[src/rtl/core/mie_pkg.sv]
// ----------------------------------------------------------------------------
// mie_pkg
// Shared types, constants and command structures of the integer execute unit.
// ----------------------------------------------------------------------------
package mie_pkg;

    localparam logic [63:0] RESET_PC = 64'h0000_0000_1fc0_0000;

    // Long operation classes: none, multiply or divide.
    typedef enum logic [2:0] {
        OP_NONE = 3'd0,
        OP_MUL  = 3'd1,
        OP_DIV  = 3'd2
    } t_long_op;

    // Commands from the controller to the datapath.
    typedef struct packed {
        logic read_regs;   // Register-file read of rs and rt.
        logic execute;     // Evaluate the decoded instruction.
        logic long_start;  // Start the multiply or divide unit.
        logic commit;      // Write back state and present the result.
    } t_cmd;

    // Status from the datapath to the controller.
    typedef struct packed {
        logic is_long;     // The instruction needs the multiply or divide unit.
        logic long_done;   // The multiply or divide unit has finished.
    } t_status;

    function automatic logic [63:0] sx32(input logic [63:0] x);
        return {{32{x[31]}}, x[31:0]};
    endfunction

endpackage

[src/rtl/core/mie_ctrl.sv]
// ----------------------------------------------------------------------------
// mie_ctrl
// Sequencer of the integer execute unit: register read, execute, long start, wait, commit.
// ----------------------------------------------------------------------------
module mie_ctrl (
    input  logic             i_clk,
    input  logic             i_rst_n,
    input  logic             i_valid,
    input  logic             i_out_stall,
    input  mie_pkg::t_status i_status,
    output logic             o_stall,
    output logic             o_load,
    output logic             o_out_valid,
    output mie_pkg::t_cmd    o_cmd
);
    typedef enum logic [5:0] {
        S_IDLE = 6'b000001,
        S_READ = 6'b000010,
        S_EXEC = 6'b000100,
        S_LONG = 6'b001000,
        S_WAIT = 6'b010000,
        S_DONE = 6'b100000
    } t_state;

    t_state r_state, n_state;
    logic   r_ovalid, n_ovalid;
    logic   w_free;

    // The output register may be refilled when it is empty or taken now.
    assign w_free = !r_ovalid || !i_out_stall;

    always_comb begin
        n_state  = r_state;
        n_ovalid = r_ovalid && i_out_stall;
        o_cmd    = '0;
        unique case (r_state)
            S_IDLE: if (i_valid) n_state = S_READ;
            S_READ: begin o_cmd.read_regs = 1'b1; n_state = S_EXEC; end
            S_EXEC: begin o_cmd.execute = 1'b1; n_state = S_LONG; end
            S_LONG: begin
                if (i_status.is_long) begin
                    o_cmd.long_start = 1'b1; n_state = S_WAIT;
                end else begin
                    n_state = S_DONE;
                end
            end
            S_WAIT: if (i_status.long_done) n_state = S_DONE;
            S_DONE: begin
                if (w_free) begin
                    o_cmd.commit = 1'b1; n_ovalid = 1'b1; n_state = S_IDLE;
                end
            end
            default: n_state = S_IDLE;
        endcase
    end

    always_ff @(posedge i_clk) begin
        if (!i_rst_n) begin
            r_state  <= S_IDLE;
            r_ovalid <= 1'b0;
        end else begin
            r_state  <= n_state;
            r_ovalid <= n_ovalid;
        end
    end

    assign o_stall     = (r_state != S_IDLE);
    assign o_load      = (r_state == S_IDLE) && i_valid;
    assign o_out_valid = r_ovalid;
endmodule

[config.mk]
export PLATFORM = sky130hd
export DESIGN_NAME = mie_ctrl
export DESIGN_NICKNAME = d
export VERILOG_FILES = /design/src/rtl/core/mie_pkg.sv /design/src/rtl/core/mie_ctrl.sv
export SDC_FILE = /design/constraint.sdc
export NUM_CORES = 1
export LEC_CHECK = 0
export ABC_AREA = 1
export BUFFER_PORTS_ARGS = -buffer_cell sky130_fd_sc_hd__buf_2
export CAP_MARGIN = 0
export CORE_UTILIZATION = 30
export CTS_CLUSTER_SIZE = 8
export DETAILED_ROUTE_END_ITERATION = 8
export GPL_TIMING_DRIVEN = 0
export HOLD_SLACK_MARGIN = 0.06
export SYNTH_ARGS = -nofsm -noshare
export SYNTH_HDL_FRONTEND = slang
export SYNTH_SLANG_ARGS = --single-unit
[constraint.sdc]
create_clock -name i_clk -period 1.3 [get_ports i_clk]
set_clock_uncertainty 0.15 [all_clocks]
set_input_delay 0.13 -clock i_clk [delete_from_list [all_inputs] [get_ports i_clk]]
set_output_delay 0.13 -clock i_clk [all_outputs]
set_load 0.005 [all_outputs]
==> results.cfg <==
[status]
status = finished with violations
violations = hold timing, setup timing

[synth]
synth_seq_cells = 7
synth_top_area_share = 0.339
synth-simple-area-share = 0.506
ys_top_cells_by_count = 9 x inv_1, 9 x nor2_1, 7 x dfxtp_1, 6 x nand2_1, 5 x nand3_1
syn-num-nets = 63
synth-adder-area-share = 0
yosysTopAreaCell = dfxtp_1
netlist_instances = 57
synth_compound_area_frac = 0.0455
avgSynthCellArea_um2 = 7.24
synth_xor_area_frac = 0
ys_types = 14
synth.area.top_cells = dfxtp_1 34%, inv_1 8.2%, nor2_1 8.2%
syn_area_um2 = 413
synthFlopType = dfxtp_1
synth_edf_count = 0
async_flop_share = 0
seq_area_frac_synth = 0.339
yosys_warnings = 0
muxShareOfSynthArea = 0
synth_top_family_by_area = simple AND/OR/NAND/NOR gates

[worst_setup_path]
critPathCaptureType = output port
slowest_delay_ps = 360
slowest_stage = dfxtp_4
reg2regPathDepth = 7
cp.arrival_ps = 1100
critPathMaxFanout = 6
timing.critical_path.cells = nor2_4, nand4_1, inv_1, buf_2
cp.required_ps = 1020
crit_type = reg2out
critical_path.startpoint_type = register

[cts]
path_clk_slew_ps = 60
cts.sinks = 7
root_buffer = clkbuf_4
htreeDepth = 1
cts_tree = built
clk_latency_ps = 250
cts_buffers = 3
cts_hold_buf = 2
clock_path_buffers = 2

[timing]
finalSetupTns_ps = -360
min_period_ps = 1380
slew_headroom = 0.876
setup_ws_ps = -77.4
finalCritPeriodShare = 1.06
tightest_slew_ps = 186
slew_viol_final = 0
clock.fmax_mhz = 726
setup_violations = 7
rsz0062_at_grt = true
hold_viol = 1
hold_ws_ps = -6.97

[final_layout]
diodes = 0
stdcell_area_um2 = 623
syn_to_final_growth_pct = 50.9
final_layout_size_suffix_gt1_frac = 0.537
nets = 89
final_cells = 97

[placed_design]
place_area_um2 = 492
pre_cts_slack_ps = 66.8
dp_hpwl_um = 635
place_inst = 84
place_congestion = 0.774
io_buffer_count = 12

[power_and_ir_drop]
powerDensity_nw_per_um2 = 1060
peakVddDrop_uv = 601
leakage_uw = 0.000349

[global_routing]
antenna_found_initial = 0
grt_pass1_wl_um = 1520
grt-ovfl-total = 0
grt_pass1_vias = 385
grtUsageTotal = 0.160
grt_max_degree = 7

[floorplan]
fp.dieH_um = 39.1
core_area_um2 = 1280
placementRows = 13
start_util = 0.321
io_pins = 13
die-area_um2 = 1530
fp.dieW_um = 39.1

[routing]
ant_nets = 0
drt_iter0_drc = 10
drt-total-wl_um = 945
drc = 0
via_per_inst = 4.53
vias = 439
dr.pass1.iters = 3
wl_per_cell_um = 9.74

[min_path]
holdPathStages = 3
min_path_type = in2reg

[job]
drv_cap = 0
==> power breakdown <==
| group | internal, uW | switching [uW] | total [uW] | leakage [uW] |
|---|---|---|---|---|
| logic | 100 | 106 | 206 | 0.000275 |
| clock network | 117 | 84.6 | 202 | 0.0000150 |
| registers | 233 | 20.2 | 253 | 0.0000594 |
| total | 450 | 211 | 661 | 0.000349 |
==> critical path, delay by kind of cell (launching register included) <==
kind,cells,cell delay [ps]
buf+inv,2,170
flops,1,360
simple gates,2,320
==> per-layer routing <==
metal | track usage | part of all wire | wire length (um)
met5 | 0 | 0 | 0
met2 | 0.229 | 0.49 | 462
met3 | 0.104 | 0.061 | 58
met1 | 0.182 | 0.44 | 416
met4 | 0.0690 | 0.0085 | 8
==> logic make-up (layout without fill, tap and decap cells) <==
logic type | Yosys count | in the layout
AOI/OAI and AO/OA | 3 | 3
buffers and inverters | 12 | 37
DFF | 7 | 7
and+or+nand+nor | 35 | 35
==> state kept, by name (all words and copies together), names as in the netlist <==
name,count
o_out_valid,1
r_state,6
==> area by class of cell <==
class | count | area (um^2)
clock buffers | 4 | 26.3
fillers | 134 | 662
inverters | 12 | 45.0
multi-input cells | 38 | 246
flip-flops and latches | 7 | 150
well taps | 15 | 18.8
repair buffers | 21 | 136
==> path summary, 6_finish.rpt <==
| kind | start | end | slack (ps) |
|---|---|---|---|
| worst min-delay path | i_out_stall | o_out_valid$_SDFF_PN0_ | -7 |
| worst min register to register | o_out_valid$_SDFF_PN0_ | o_out_valid$_SDFF_PN0_ | 340 |
| worst max register to register | r_state[5]$_SDFFE_PN0P_ | r_state[0]$_SDFFE_PN1P_ | -10 |
| worst max-delay path | r_state[5]$_SDFFE_PN0P_ | o_cmd[3] | -80 |
==> what timing repair did <==
item,4_1_cts,5_1_grt
hold endpoints to repair,7,2
setup buffers,7,0
resized for setup,6,6
pin swaps,6,4
endpoints found under the setup margin,6,8
==> layout by cell type (no fill, tap or decap), drive strengths merged <==
cell type     n
a21oi         2
buf          19
clkbuf        4
dfxtp         7
dlygate4sd3   2
inv          12
nand2         6
nand3         7
nand4         6
nor2         15
nor3          1
o21ai         1
==> per-stage QoR <==
step           total power (uW)   util
6_report                    661  0.485
5_1_grt                     712  0.485
4_1_cts                     652  0.468
3_5_place_dp                402  0.383
3_3_place_gp                400  0.383
2_1_floorplan               358      -
Power figures use the tool's default switching activity.
